`src/sv/tsv_pkg.sv`:
```
// Package for the text stream visualiser: sizes, codes, character constants
// and the payload and descriptor types. No dependencies.
package tsv_pkg;

  localparam int NumberDigits = 6;
  localparam int BcdW         = 4 * NumberDigits;
  // byte index within one run; the run is at most NumberDigits + 5 long
  localparam int IdxW         = $clog2(NumberDigits + 6);

  // descriptor queue; depth must be a power of two
  localparam int QDepth = 4;
  localparam int QPtrW  = $clog2(QDepth);
  localparam int QCntW  = $clog2(QDepth + 1);

  // configuration register indexes
  localparam int CfgIdxW = 3;
  localparam logic [CfgIdxW-1:0] REG_NUMBER_MODE      = 3'd0;
  localparam logic [CfgIdxW-1:0] REG_SQUEEZE_BLANK    = 3'd1;
  localparam logic [CfgIdxW-1:0] REG_SHOW_ENDS        = 3'd2;
  localparam logic [CfgIdxW-1:0] REG_SHOW_TABS        = 3'd3;
  localparam logic [CfgIdxW-1:0] REG_SHOW_NONPRINTING = 3'd4;
  localparam int CfgDataW = 2;

  // numbering modes (code 3 numbers nothing)
  localparam logic [1:0] NUM_ALL      = 2'd1;
  localparam logic [1:0] NUM_NONEMPTY = 2'd2;

  // characters
  localparam logic [7:0] ChTab    = 8'h09;
  localparam logic [7:0] ChNl     = 8'h0A;
  localparam logic [7:0] ChSpace  = 8'h20;
  localparam logic [7:0] ChDollar = 8'h24;
  localparam logic [7:0] ChMinus  = 8'h2D;
  localparam logic [3:0] ChDigitHi = 4'h3;
  localparam logic [7:0] ChQuest  = 8'h3F;
  localparam logic [7:0] ChI      = 8'h49;
  localparam logic [7:0] ChM      = 8'h4D;
  localparam logic [7:0] ChCaret  = 8'h5E;
  localparam logic [7:0] ChDel    = 8'h7F;
  localparam logic [7:0] ChMetaLo = 8'h80;
  localparam logic [7:0] ChMetaHi = 8'h9F;
  localparam logic [7:0] ChCtlHi  = 8'h1F;
  localparam logic [7:0] ChShift  = 8'h40;

  typedef struct packed {
    logic [7:0] in_byte;
    logic       start_of_file;
  } in_t;

  typedef struct packed {
    logic [7:0] out_byte;
    logic       last_of_run;
  } out_t;

  typedef struct packed {
    logic [1:0] number_mode;
    logic       squeeze_blank;
    logic       show_ends;
    logic       show_tabs;
    logic       show_nonprinting;
  } cfg_t;

  // prefix emitted ahead of the final character
  typedef enum logic [1:0] {
    PRE_NONE,
    PRE_CARET,
    PRE_DOLLAR,
    PRE_META
  } pre_e;

  // one queued run: optional line number, prefix, final character
  typedef struct packed {
    logic            num;
    logic [BcdW-1:0] bcd;
    pre_e            pre;
    logic [7:0]      ch;
  } desc_t;

  typedef struct packed {
    logic  push;
    desc_t desc;
  } push_t;

endpackage

```
`src/sv/tsv_front.sv`:
```
// Front end: accepts bytes, keeps the per-file line state and classifies each
// byte into a run descriptor. Depends on tsv_pkg.
module tsv_front (
  input  logic           clk_i,
  input  logic           rst_ni,
  input  tsv_pkg::cfg_t  cfg_i,
  input  logic           in_valid_i,
  input  tsv_pkg::in_t   in_data_i,
  input  logic           q_full_i,
  output logic           in_stall_o,
  output tsv_pkg::push_t push_o
);

  logic [tsv_pkg::BcdW-1:0] bcd_q, bcd_d;
  logic                     after_nl_q, after_nl_d;
  logic [1:0]               nl_run_q, nl_run_d;

  logic [tsv_pkg::BcdW-1:0] eff_bcd, next_bcd;
  logic                     eff_after;
  logic [1:0]               eff_run;
  logic                     accept, is_nl, squeeze, do_num;
  logic [7:0]               c;
  tsv_pkg::pre_e            pre;
  logic [7:0]               ch;

  // saturating BCD increment
  function automatic logic [tsv_pkg::BcdW-1:0] bcd_inc(input logic [tsv_pkg::BcdW-1:0] v);
    logic [tsv_pkg::BcdW-1:0] r;
    logic                     carry;
    logic                     full;
    r     = v;
    carry = 1'b1;
    full  = 1'b1;
    for (int i = 0; i < tsv_pkg::NumberDigits; i++) begin
      if (v[4*i +: 4] != 4'd9) full = 1'b0;
    end
    for (int i = 0; i < tsv_pkg::NumberDigits; i++) begin
      if (carry) begin
        if (v[4*i +: 4] >= 4'd9) begin
          r[4*i +: 4] = 4'd0;
        end else begin
          r[4*i +: 4] = v[4*i +: 4] + 4'd1;
          carry       = 1'b0;
        end
      end
    end
    if (full) r = v;
    return r;
  endfunction

  assign in_stall_o = q_full_i;
  assign accept     = in_valid_i && !q_full_i;
  assign c          = in_data_i.in_byte;
  assign is_nl      = (c == tsv_pkg::ChNl);

  // start of file clears the line state before the byte is looked at
  assign eff_bcd   = in_data_i.start_of_file ? '0 : bcd_q;
  assign eff_after = in_data_i.start_of_file | after_nl_q;
  assign eff_run   = in_data_i.start_of_file ? 2'd0 : nl_run_q;

  assign squeeze = cfg_i.squeeze_blank && is_nl && (eff_run == 2'd2);
  assign do_num  = eff_after && ((cfg_i.number_mode == tsv_pkg::NUM_ALL) ||
                   ((cfg_i.number_mode == tsv_pkg::NUM_NONEMPTY) && !is_nl));
  assign next_bcd = do_num ? bcd_inc(eff_bcd) : eff_bcd;

  always_comb begin
    pre = tsv_pkg::PRE_NONE;
    ch  = c;
    if (cfg_i.show_tabs && (c == tsv_pkg::ChTab)) begin
      pre = tsv_pkg::PRE_CARET;
      ch  = tsv_pkg::ChI;
    end else if (is_nl) begin
      if (cfg_i.show_ends) pre = tsv_pkg::PRE_DOLLAR;
    end else if (cfg_i.show_nonprinting && (c != tsv_pkg::ChTab)) begin
      if ((c >= tsv_pkg::ChMetaLo) && (c <= tsv_pkg::ChMetaHi)) begin
        pre = tsv_pkg::PRE_META;
        ch  = c - tsv_pkg::ChShift;
      end else if (c <= tsv_pkg::ChCtlHi) begin
        pre = tsv_pkg::PRE_CARET;
        ch  = c + tsv_pkg::ChShift;
      end else if (c == tsv_pkg::ChDel) begin
        pre = tsv_pkg::PRE_CARET;
        ch  = tsv_pkg::ChQuest;
      end
    end
  end

  assign push_o.push      = accept && !squeeze;
  assign push_o.desc.num  = do_num;
  assign push_o.desc.bcd  = next_bcd;
  assign push_o.desc.pre  = pre;
  assign push_o.desc.ch   = ch;

  always_comb begin
    bcd_d      = bcd_q;
    after_nl_d = after_nl_q;
    nl_run_d   = nl_run_q;
    if (accept) begin
      if (squeeze) begin
        // dropped newline: only the file clear takes effect
        bcd_d      = eff_bcd;
        after_nl_d = eff_after;
        nl_run_d   = eff_run;
      end else begin
        bcd_d      = next_bcd;
        after_nl_d = is_nl;
        nl_run_d   = !is_nl ? 2'd0 : ((eff_run == 2'd3) ? 2'd3 : eff_run + 2'd1);
      end
    end
  end

  always_ff @(posedge clk_i or negedge rst_ni) begin
    if (!rst_ni) begin
      bcd_q      <= '0;
      after_nl_q <= 1'b1;
      nl_run_q   <= 2'd0;
    end else begin
      bcd_q      <= bcd_d;
      after_nl_q <= after_nl_d;
      nl_run_q   <= nl_run_d;
    end
  end

endmodule

```
`src/sv/tsv_queue.sv`:
```
// Short descriptor queue between front and back end.
// Depends on tsv_pkg.
module tsv_queue (
  input  logic           clk_i,
  input  logic           rst_ni,
  input  tsv_pkg::push_t push_i,
  input  logic           pop_i,
  output logic           full_o,
  output logic           empty_o,
  output tsv_pkg::desc_t head_o
);

  tsv_pkg::desc_t mem_q [tsv_pkg::QDepth];
  logic [tsv_pkg::QPtrW-1:0] wr_ptr_q, wr_ptr_d, rd_ptr_q, rd_ptr_d;
  logic [tsv_pkg::QCntW-1:0] cnt_q, cnt_d;
  logic                      do_push, do_pop;

  assign full_o  = (cnt_q == tsv_pkg::QCntW'(tsv_pkg::QDepth));
  assign empty_o = (cnt_q == '0);
  assign head_o  = mem_q[rd_ptr_q];

  assign do_push = push_i.push && !full_o;
  assign do_pop  = pop_i && !empty_o;

  always_comb begin
    wr_ptr_d = do_push ? wr_ptr_q + 1'b1 : wr_ptr_q;
    rd_ptr_d = do_pop  ? rd_ptr_q + 1'b1 : rd_ptr_q;
    cnt_d    = cnt_q;
    if (do_push && !do_pop) cnt_d = cnt_q + 1'b1;
    if (!do_push && do_pop) cnt_d = cnt_q - 1'b1;
  end

  always_ff @(posedge clk_i) begin
    if (do_push) mem_q[wr_ptr_q] <= push_i.desc;
  end

  always_ff @(posedge clk_i or negedge rst_ni) begin
    if (!rst_ni) begin
      wr_ptr_q <= '0;
      rd_ptr_q <= '0;
      cnt_q    <= '0;
    end else begin
      wr_ptr_q <= wr_ptr_d;
      rd_ptr_q <= rd_ptr_d;
      cnt_q    <= cnt_d;
    end
  end

endmodule

```
`src/sv/tsv_back.sv`:
```
// Back end: walks the head descriptor one output byte per transaction.
// Depends on tsv_pkg.
module tsv_back (
  input  logic           clk_i,
  input  logic           rst_ni,
  input  logic           empty_i,
  input  tsv_pkg::desc_t head_i,
  output logic           pop_o,
  output logic           out_valid_o,
  input  logic           out_stall_i,
  output tsv_pkg::out_t  out_data_o
);

  localparam int Nd = tsv_pkg::NumberDigits;

  logic [tsv_pkg::IdxW-1:0] idx_q, idx_d;
  logic [tsv_pkg::IdxW-1:0] n_num, pre_len, k;
  logic [Nd-1:0]            blank;
  logic                     lead, in_num, last;
  logic [7:0]               byte_sel;

  // leading zeros print as spaces, the units digit always prints
  always_comb begin
    lead = 1'b1;
    for (int i = Nd - 1; i >= 0; i--) begin
      blank[i] = lead && (head_i.bcd[4*i +: 4] == 4'd0) && (i > 0);
      if (head_i.bcd[4*i +: 4] != 4'd0) lead = 1'b0;
    end
  end

  always_comb begin
    case (head_i.pre)
      tsv_pkg::PRE_NONE:   pre_len = tsv_pkg::IdxW'(0);
      tsv_pkg::PRE_META:   pre_len = tsv_pkg::IdxW'(3);
      default:             pre_len = tsv_pkg::IdxW'(1);
    endcase
  end

  assign n_num  = head_i.num ? tsv_pkg::IdxW'(Nd + 1) : '0;
  assign in_num = head_i.num && (idx_q <= tsv_pkg::IdxW'(Nd));
  assign k      = idx_q - n_num;
  assign last   = !in_num && (k == pre_len);

  always_comb begin
    byte_sel = head_i.ch;
    if (in_num) begin
      byte_sel = tsv_pkg::ChTab;
      for (int i = 0; i < Nd; i++) begin
        if (idx_q == tsv_pkg::IdxW'(Nd - 1 - i)) begin
          byte_sel = blank[i] ? tsv_pkg::ChSpace : {tsv_pkg::ChDigitHi, head_i.bcd[4*i +: 4]};
        end
      end
    end else if (k < pre_len) begin
      case (head_i.pre)
        tsv_pkg::PRE_DOLLAR: byte_sel = tsv_pkg::ChDollar;
        tsv_pkg::PRE_META: begin
          if (k == tsv_pkg::IdxW'(0))      byte_sel = tsv_pkg::ChM;
          else if (k == tsv_pkg::IdxW'(1)) byte_sel = tsv_pkg::ChMinus;
          else                             byte_sel = tsv_pkg::ChCaret;
        end
        default: byte_sel = tsv_pkg::ChCaret;
      endcase
    end
  end

  assign out_valid_o            = !empty_i;
  assign out_data_o.out_byte    = byte_sel;
  assign out_data_o.last_of_run = last;
  assign pop_o                  = out_valid_o && !out_stall_i && last;

  always_comb begin
    idx_d = idx_q;
    if (out_valid_o && !out_stall_i) idx_d = last ? '0 : idx_q + 1'b1;
  end

  always_ff @(posedge clk_i or negedge rst_ni) begin
    if (!rst_ni) idx_q <= '0;
    else         idx_q <= idx_d;
  end

endmodule

```
`src/sv/text_stream_visualizer.sv`:
```
// Text stream visualiser top level: config registers, front end, descriptor queue, back end.
// An accepted byte's run descriptor is registered in the queue; its bytes show once it reaches the head.
// Throughput: one input byte per cycle while runs are one byte and the output does not stall; a run
//   of N (up to 11) bytes takes N output transactions; input stalls only when the 4-entry queue is full.
// Reset (rst_ni, async, active low): registers to 0, line count 0, start-of-line set, queue empty.
// Depends on tsv_pkg, tsv_front, tsv_queue and tsv_back.
module text_stream_visualizer (
  input  logic                          clk_i,
  input  logic                          rst_ni,
  // configuration write port
  input  logic                          cfg_we_i,
  input  logic [tsv_pkg::CfgIdxW-1:0]   cfg_idx_i,
  input  logic [tsv_pkg::CfgDataW-1:0]  cfg_wdata_i,
  // input bytes
  input  logic                          in_valid_i,
  output logic                          in_stall_o,
  input  tsv_pkg::in_t                  in_data_i,
  // formatted output bytes
  output logic                          out_valid_o,
  input  logic                          out_stall_i,
  output tsv_pkg::out_t                 out_data_o
);

  tsv_pkg::cfg_t  cfg_q, cfg_d;
  tsv_pkg::push_t push;
  tsv_pkg::desc_t head;
  logic           q_full, q_empty, pop;

  // The user must write config only while idle (not enforced by the block), so front end reads it directly.
  always_comb begin
    cfg_d = cfg_q;
    if (cfg_we_i) begin
      case (cfg_idx_i)
        tsv_pkg::REG_NUMBER_MODE:      cfg_d.number_mode      = cfg_wdata_i[1:0];
        tsv_pkg::REG_SQUEEZE_BLANK:    cfg_d.squeeze_blank    = cfg_wdata_i[0];
        tsv_pkg::REG_SHOW_ENDS:        cfg_d.show_ends        = cfg_wdata_i[0];
        tsv_pkg::REG_SHOW_TABS:        cfg_d.show_tabs        = cfg_wdata_i[0];
        tsv_pkg::REG_SHOW_NONPRINTING: cfg_d.show_nonprinting = cfg_wdata_i[0];
        default: ;  // unmapped index: ignored
      endcase
    end
  end

  always_ff @(posedge clk_i or negedge rst_ni) begin
    if (!rst_ni) cfg_q <= '0;
    else         cfg_q <= cfg_d;
  end

  // front: classify each byte, update line state, queue a run descriptor
  tsv_front u_front (
    .clk_i      (clk_i),
    .rst_ni     (rst_ni),
    .cfg_i      (cfg_q),
    .in_valid_i (in_valid_i),
    .in_data_i  (in_data_i),
    .q_full_i   (q_full),
    .in_stall_o (in_stall_o),
    .push_o     (push)
  );

  // queue decouples the two sides; a squeezed newline queues nothing
  tsv_queue u_queue (
    .clk_i   (clk_i),
    .rst_ni  (rst_ni),
    .push_i  (push),
    .pop_i   (pop),
    .full_o  (q_full),
    .empty_o (q_empty),
    .head_o  (head)
  );

  // back: expand the head descriptor, one byte per output transaction
  tsv_back u_back (
    .clk_i       (clk_i),
    .rst_ni      (rst_ni),
    .empty_i     (q_empty),
    .head_i      (head),
    .pop_o       (pop),
    .out_valid_o (out_valid_o),
    .out_stall_i (out_stall_i),
    .out_data_o  (out_data_o)
  );

endmodule

```
`config.mk`:
```
export PLATFORM = sky130hd
export DESIGN_NAME = text_stream_visualizer
export DESIGN_NICKNAME = d
export VERILOG_FILES = /design/src/sv/tsv_pkg.sv /design/src/sv/tsv_front.sv /design/src/sv/tsv_queue.sv /design/src/sv/tsv_back.sv /design/src/sv/text_stream_visualizer.sv
export SDC_FILE = /design/constraint.sdc
export NUM_CORES = 1
export LEC_CHECK = 0
export CORE_MARGIN = 2
export CORE_UTILIZATION = 40
export CTS_CLUSTER_SIZE = 30
export DETAILED_ROUTE_END_ITERATION = 8
export DONT_BUFFER_PORTS = 1
export GPL_ROUTABILITY_DRIVEN = 0
export HOLD_SLACK_MARGIN = 0.1
export PLACE_DENSITY = 0.57
export SYNTH_ARGS = -nofsm -noshare
export SYNTH_HDL_FRONTEND = slang
export SYNTH_SLANG_ARGS = --single-unit
```
`constraint.sdc`:
```
create_clock -name clk_i -period 5.9 [get_ports clk_i]
set_input_delay 1.18 -clock clk_i [delete_from_list [all_inputs] [get_ports clk_i]]
set_output_delay 1.18 -clock clk_i [all_outputs]
set_load 0.03 [all_outputs]
```
Yosys cells after proc, flatten, opt, wreduce, memory -nomap -nowiden
Memory sizes are Yosys's and may differ from the RTL's.
Index checks and enable logic that the tools add are counted.
- bitwise operators: 1
- reduce and logical (&&, ||, !) cells: 50
- magnitude comparators: 11
- $add $sub $neg: 15
- eq/ne operators: 28
- multiplexer cells: 75
- operator list (kind ; number):
    8-bit 2-to-1 mux ; 14
    24-bit 2-to-1 mux ; 4
    4-bit 2-to-1 mux ; 12
    4-bit by 1-bit adder with 4-bit output, second input constant ; 7
    4-bit logical NOT ; 7
    5-bit 2-to-1 mux ; 5
    4-bit greater-or-equal comparator, second input constant ; 6
    4-bit inequality test, second input constant ; 6
    1-bit 2-to-1 mux ; 23
    1-bit logical AND ; 21
    2-bit 2-to-1 mux ; 10
    8-bit by 4-bit == test with 1-bit output, second input constant ; 2
    8-bit one-hot mux with 2 select lines ; 1
    4-bit nonzero test ; 4
    2-bit == test, second input constant ; 5
    2-bit AND reduction ; 5
    3-bit 2-to-1 mux ; 3
    8-bit by 7-bit adder with 8-bit output, second input constant ; 1
    4-bit by 1-bit == test with 1-bit output, second input constant ; 2
    4-bit by 2-bit == test with 1-bit output, second input constant ; 2
    4-bit by 3-bit == test with 1-bit output, second input constant ; 2
    8-bit by 7-bit == test with 1-bit output, second input constant ; 1
    8-bit greater-or-equal comparator, second input constant ; 1
    8-bit by 5-bit less-or-equal comparator with 1-bit output, second input constant ; 1
    other kinds (23) ; 35
- output and inout port bits: 11
- word-level logic and storage cells: 193
- RAM bits: 140
- memories: 1
- register bits: 44
- memories (memory ; depth ; bits a word ; rd ports ; clocked after Yosys merged registers in ; wr ports ; RTL line ; RTL):
    u_queue.mem_q ; 4 ; 35 ; 1 ; 0 ; 1 ; tsv_queue.sv:13 ; tsv_pkg::desc_t mem_q [tsv_pkg::QDepth];

Depth between registers and ports, before layout
An unclocked memory read counts as a cell.
- depth in word-level cells: 14
- depth in mapped cells: 15
- mapped depth without buffers: 14

By module
Synthesis repeated with hierarchy kept, for this count alone.
- cells, all modules: 726
- area total of the unflattened synthesis: 9470.3 µm²
- modules (own cells, without submodules) (module ; area an instance (µm²) ; instances ; cells an instance):
    tsv_queue ; 5531.6 ; 1 ; 220
    tsv_front ; 2631.3 ; 1 ; 348
    tsv_back ; 1008.5 ; 1 ; 141
    text_stream_visualizer ; 299.0 ; 1 ; 17

Worst setup path after synthesis
No wires, ideal clock.
- path kind: reg-to-output
- start point: register u_queue.rd_ptr_q[0] (netlist name)
- end point: output port out_data_o[5] (netlist name)
- stages on the path, launching flop included: 12
- setup slack: 1.141 ns
- arrival: 3.579 ns
- cells stage by stage: dfrtp_1 buf_6 mux4_2 ha_1 inv_1 fa_1 ha_1 inv_1 o21ai_0 nor4_4 mux2i_1 a211oi_1
- RTL lines (element ; RTL line ; RTL):
    from (decl) ; tsv_queue.sv:14 ; logic [tsv_pkg::QPtrW-1:0] wr_ptr_q, wr_ptr_d, rd_ptr_q, rd_ptr_d;
    from (signal assigned) ; tsv_queue.sv:44 ; rd_ptr_q <= rd_ptr_d;
    to (decl) ; text_stream_visualizer.sv:21 ; output tsv_pkg::out_t out_data_o

==> metrics.md <==
| Metric | Value |
|---|---|
| Outcome | finished, final reports clean |
| Synth-to-layout area growth | 9.786% |
| Hold_buf cts | 0 |
| Most common library cells after synthesis | 140 x edfxtp_1, 61 x nand2_1, 45 x o21ai_0 |
| R2R cell count | 13 |
| Clk slew on worst S/H paths | 0.07 ns |
| Placed cell area | 9743 sq um |
| CTS tree | yes |
| Fin crit period | 5.004 ns |
| Post-Synthesis Cells | 725 |
| Max Cap Viol | 0 |
| Avg Inst Size Synth | 12.98 sq um |
| Final Hold Fails | 0 |
| Share of cells above drive strength 1 | 15.20% |
| # clock sinks | 184 |
| Syn Std Cell Area | 9410 sq um |
| Number of CTS-inserted buffers | 17 |
| Pins Over Slew Limit | 0 |
| Critical path arrival | 3.82 ns |
| R2r setup slk | 1.42 ns |
| Drt pass-1 iters | 5 |
| CP max FO | 9 |
| Filler instances | 2099 |
| WS Path Type | flip-flop to output pin |
| Lkg Pwr | 3.749 nW |
| Die Wd | 157.4 microns |
| Top cell type's share of synthesized area | 44.67% |
| Vias in the first global route | 5965 |
| DRC | 0 |
| Port bufs | 0 |
| Overflow after GRT | 0 |
| Tot GR Track Use | 17.78% |
| Total power | 0.004711 W |
| Global-route wire length before repair | 33090 microns |
| Min setup slack post-route | 0.8959 ns |
| Post-DP HPWL | 14210 microns |
| Core area | 23260 sq um |
| Skew-Pair Late Insertion Delay | 0.43 ns |
| Die height | 157.4 microns |
| HP Class | input pin to asynchronous set/reset pin |
| Antenna cells | 0 |
| Largest net degree at the start of global routing | 45 |
| Wire length per cell | 19.89 microns |
| Final Cell Area | 10330 sq um |
| FFs w/ async S/R, synth | 23.91% |
| Multi-input gate area | 3805 sq um |
| Synthesis-stage register bit count | 184 |
| Nets | 783 |
| Layout Skew | 0.01065 ns |
| Slew at the pin with the worst max-slew slack | 0.7830 ns |
| Top Ports | 30 |
| Via-to-Cell Ratio | 5.732 |
| Post-DRT Antenna Nets | 0 |
| Synth top area cells | edfxtp_1 45%, dfrtp_1 11%, mux4_2 8.4%, ha_1 4.9%, nand2_1 2.4% |
| Post-synth top area cell | edfxtp_1 |
| Peak VDD IR | 0.3409 mV |
| CTS root buffer | clkbuf_16 |
| Unrepaired setup endpoints after global routing | false |
| Initial drt markers | 422 |
| H-Tree Depth | 4 |
| WP data required | 4.72 ns |
| R2r endpoint | u_queue.cnt_q[2] |
| Setup crit start kind | flip-flop |
| Power density cells | 456.0 nW/um^2 |
| Distinct cell type count after synthesis | 82 |
| Post-synthesis sequential area ratio | 56.39% |
| Synth warn | 0 |
| Initial Util | 40.45% |
| Reg-to-reg startpoint | u_queue.rd_ptr_q[0] |
| Final setup vio count | 0 |
| Area of the die | 24770 sq um |
| Setup bufs post-CTS | 0 |
| Setup TNS | 0 ns |
| Most common cell in the netlist | edfxtp_1 |
| Period utilisation layout | 84.82% |
| Final WL | 21000 microns |
| Initial antenna violation count | 0 |
| Top achievable clock speed | 0.1998 GHz |
| CP endpoint kind | output pin |
| Slew HR | 47.41% |
| Dpl ws | 1.284 ns |
| Number of synthesized flops with an enable pin | 140 |
| Register Area | 5308 sq um |
| Num rows | 56 |
| Syn Nets | 783 |
| Top_reg_cell synth | edfxtp_1 |
| # resized after CTS | 0 |
| Routed via count | 6053 |
| Maximum clock insertion buffer count | 2 |
metal layers:
metal	global-route usage [%]	share of wire, %	up-vias
met1	24.50	46	3077
met2	28.11	47	163
met5	0	0	-
met3	3.827	5.2	25
li1	-	-	2788
met4	5.801	1.7	0
how the worst max path moves through the flow:
| stage | end | depth (start not counted) | startpoint | slack (ns) |
|---|---|---|---|---|
| after global routing | out_data_o[5] | 10 | u_queue.rd_ptr_q[0] | 0.59 |
| after CTS | out_data_o[5] | 10 | u_queue.rd_ptr_q[0] | 0.81 |
| after detailed placement | out_data_o[5] | 10 | u_queue.rd_ptr_q[0] | 1.28 |
| after global placement | out_data_o[5] | 10 | u_queue.rd_ptr_q[0] | 1.45 |
| after floorplan | out_data_o[5] | 11 | u_queue.rd_ptr_q[0] | 1.14 |
| final | out_data_o[5] | 11 | u_queue.rd_ptr_q[0] | 0.90 |
flip-flops by register name, indices dropped and copies added (netlist names):
name,cells
u_back.idx_q,4
u_queue.wr_ptr_q,2
cfg_q,6
u_queue.cnt_q,3
u_queue.rd_ptr_q,2
u_queue.mem_q,140
u_front.nl_run_q,2
u_front.after_nl_q,1
u_front.bcd_q,24
critical path, stage by stage (launching register included):
cell and delay (ns):
dfrtp_2 0.37, mux4_2 0.55, ha_1 0.23, inv_1 0.08
fa_1 0.47, ha_1 0.33, inv_1 0.06, o21ai_0 0.14
nor4_4 0.53, mux2i_1 0.18, a211oi_1 0.27, buf_4 0.20
per-stage QoR:
stage,util [%],std cells,hold slack [ns]
2_1_floorplan,-,725,0.4560
3_3_place_gp,41.88,1025,0.4744
3_5_place_dp,41.88,1025,0.4824
6_report,44.41,1056,0.4393
5_1_grt,44.41,1056,0.4167
4_1_cts,44.41,1056,0.4210
report_power, final:
part / leakage [nW] / internal [W] / switching, W
Combinational: 1.49 / 0.000674 / 0.00116
Clock: 0.277 / 0.000599 / 0.000529
Sequential: 1.98 / 0.00164 / 0.000105
final cells by class:
type / instances / share of cell area [%]
flip-flops and latches: 184 / 51.37
multi-input cells: 474 / 36.83
clock buffers: 17 / 4.118
well taps: 319 / 3.863
clock inverters: 14 / 1.574
inverters: 35 / 1.296
repair buffers: 13 / 0.9446
cell usage in the layout (no fill, tap or decap), types with 5 or more instances in the layout:
master     instances
edfxtp_1         140
inv_1             32
o2bb2ai_1         11
nand2b_1          22
nand2_1           61
buf_4             13
o211ai_1           5
nand4_1            8
dfrtp_1           42
nor4_1             8
nor3_1            10
and3_1             7
mux2_2             7
o21ai_0           45
nand3_1           24
clkbuf_16         17
ha_1              37
mux4_2            35
mux2i_1            7
xnor2_1            6
a21oi_1           26
a21o_1             6
nor2b_1           12
nor2_1            37
o22ai_1            6
kinds of logic (layout without fill, tap and decap cells):
| logic type | count (synthesis) | count (layout) | synth area share [%] |
|---|---|---|---|
| and+or+nand+nor | 230 | 230 | 13.84 |
| DFF | 184 | 184 | 56.39 |
| AOI/OAI and AO/OA | 146 | 146 | 10.36 |
| buffers and inverters | 67 | 79 | 3.178 |
| muxes | 49 | 49 | 9.959 |
| adders and majority gates | 39 | 39 | 5.345 |
| xor gates and xnor gates | 10 | 10 | 0.9307 |
Note: power is estimated with default switching activity, not from simulation.
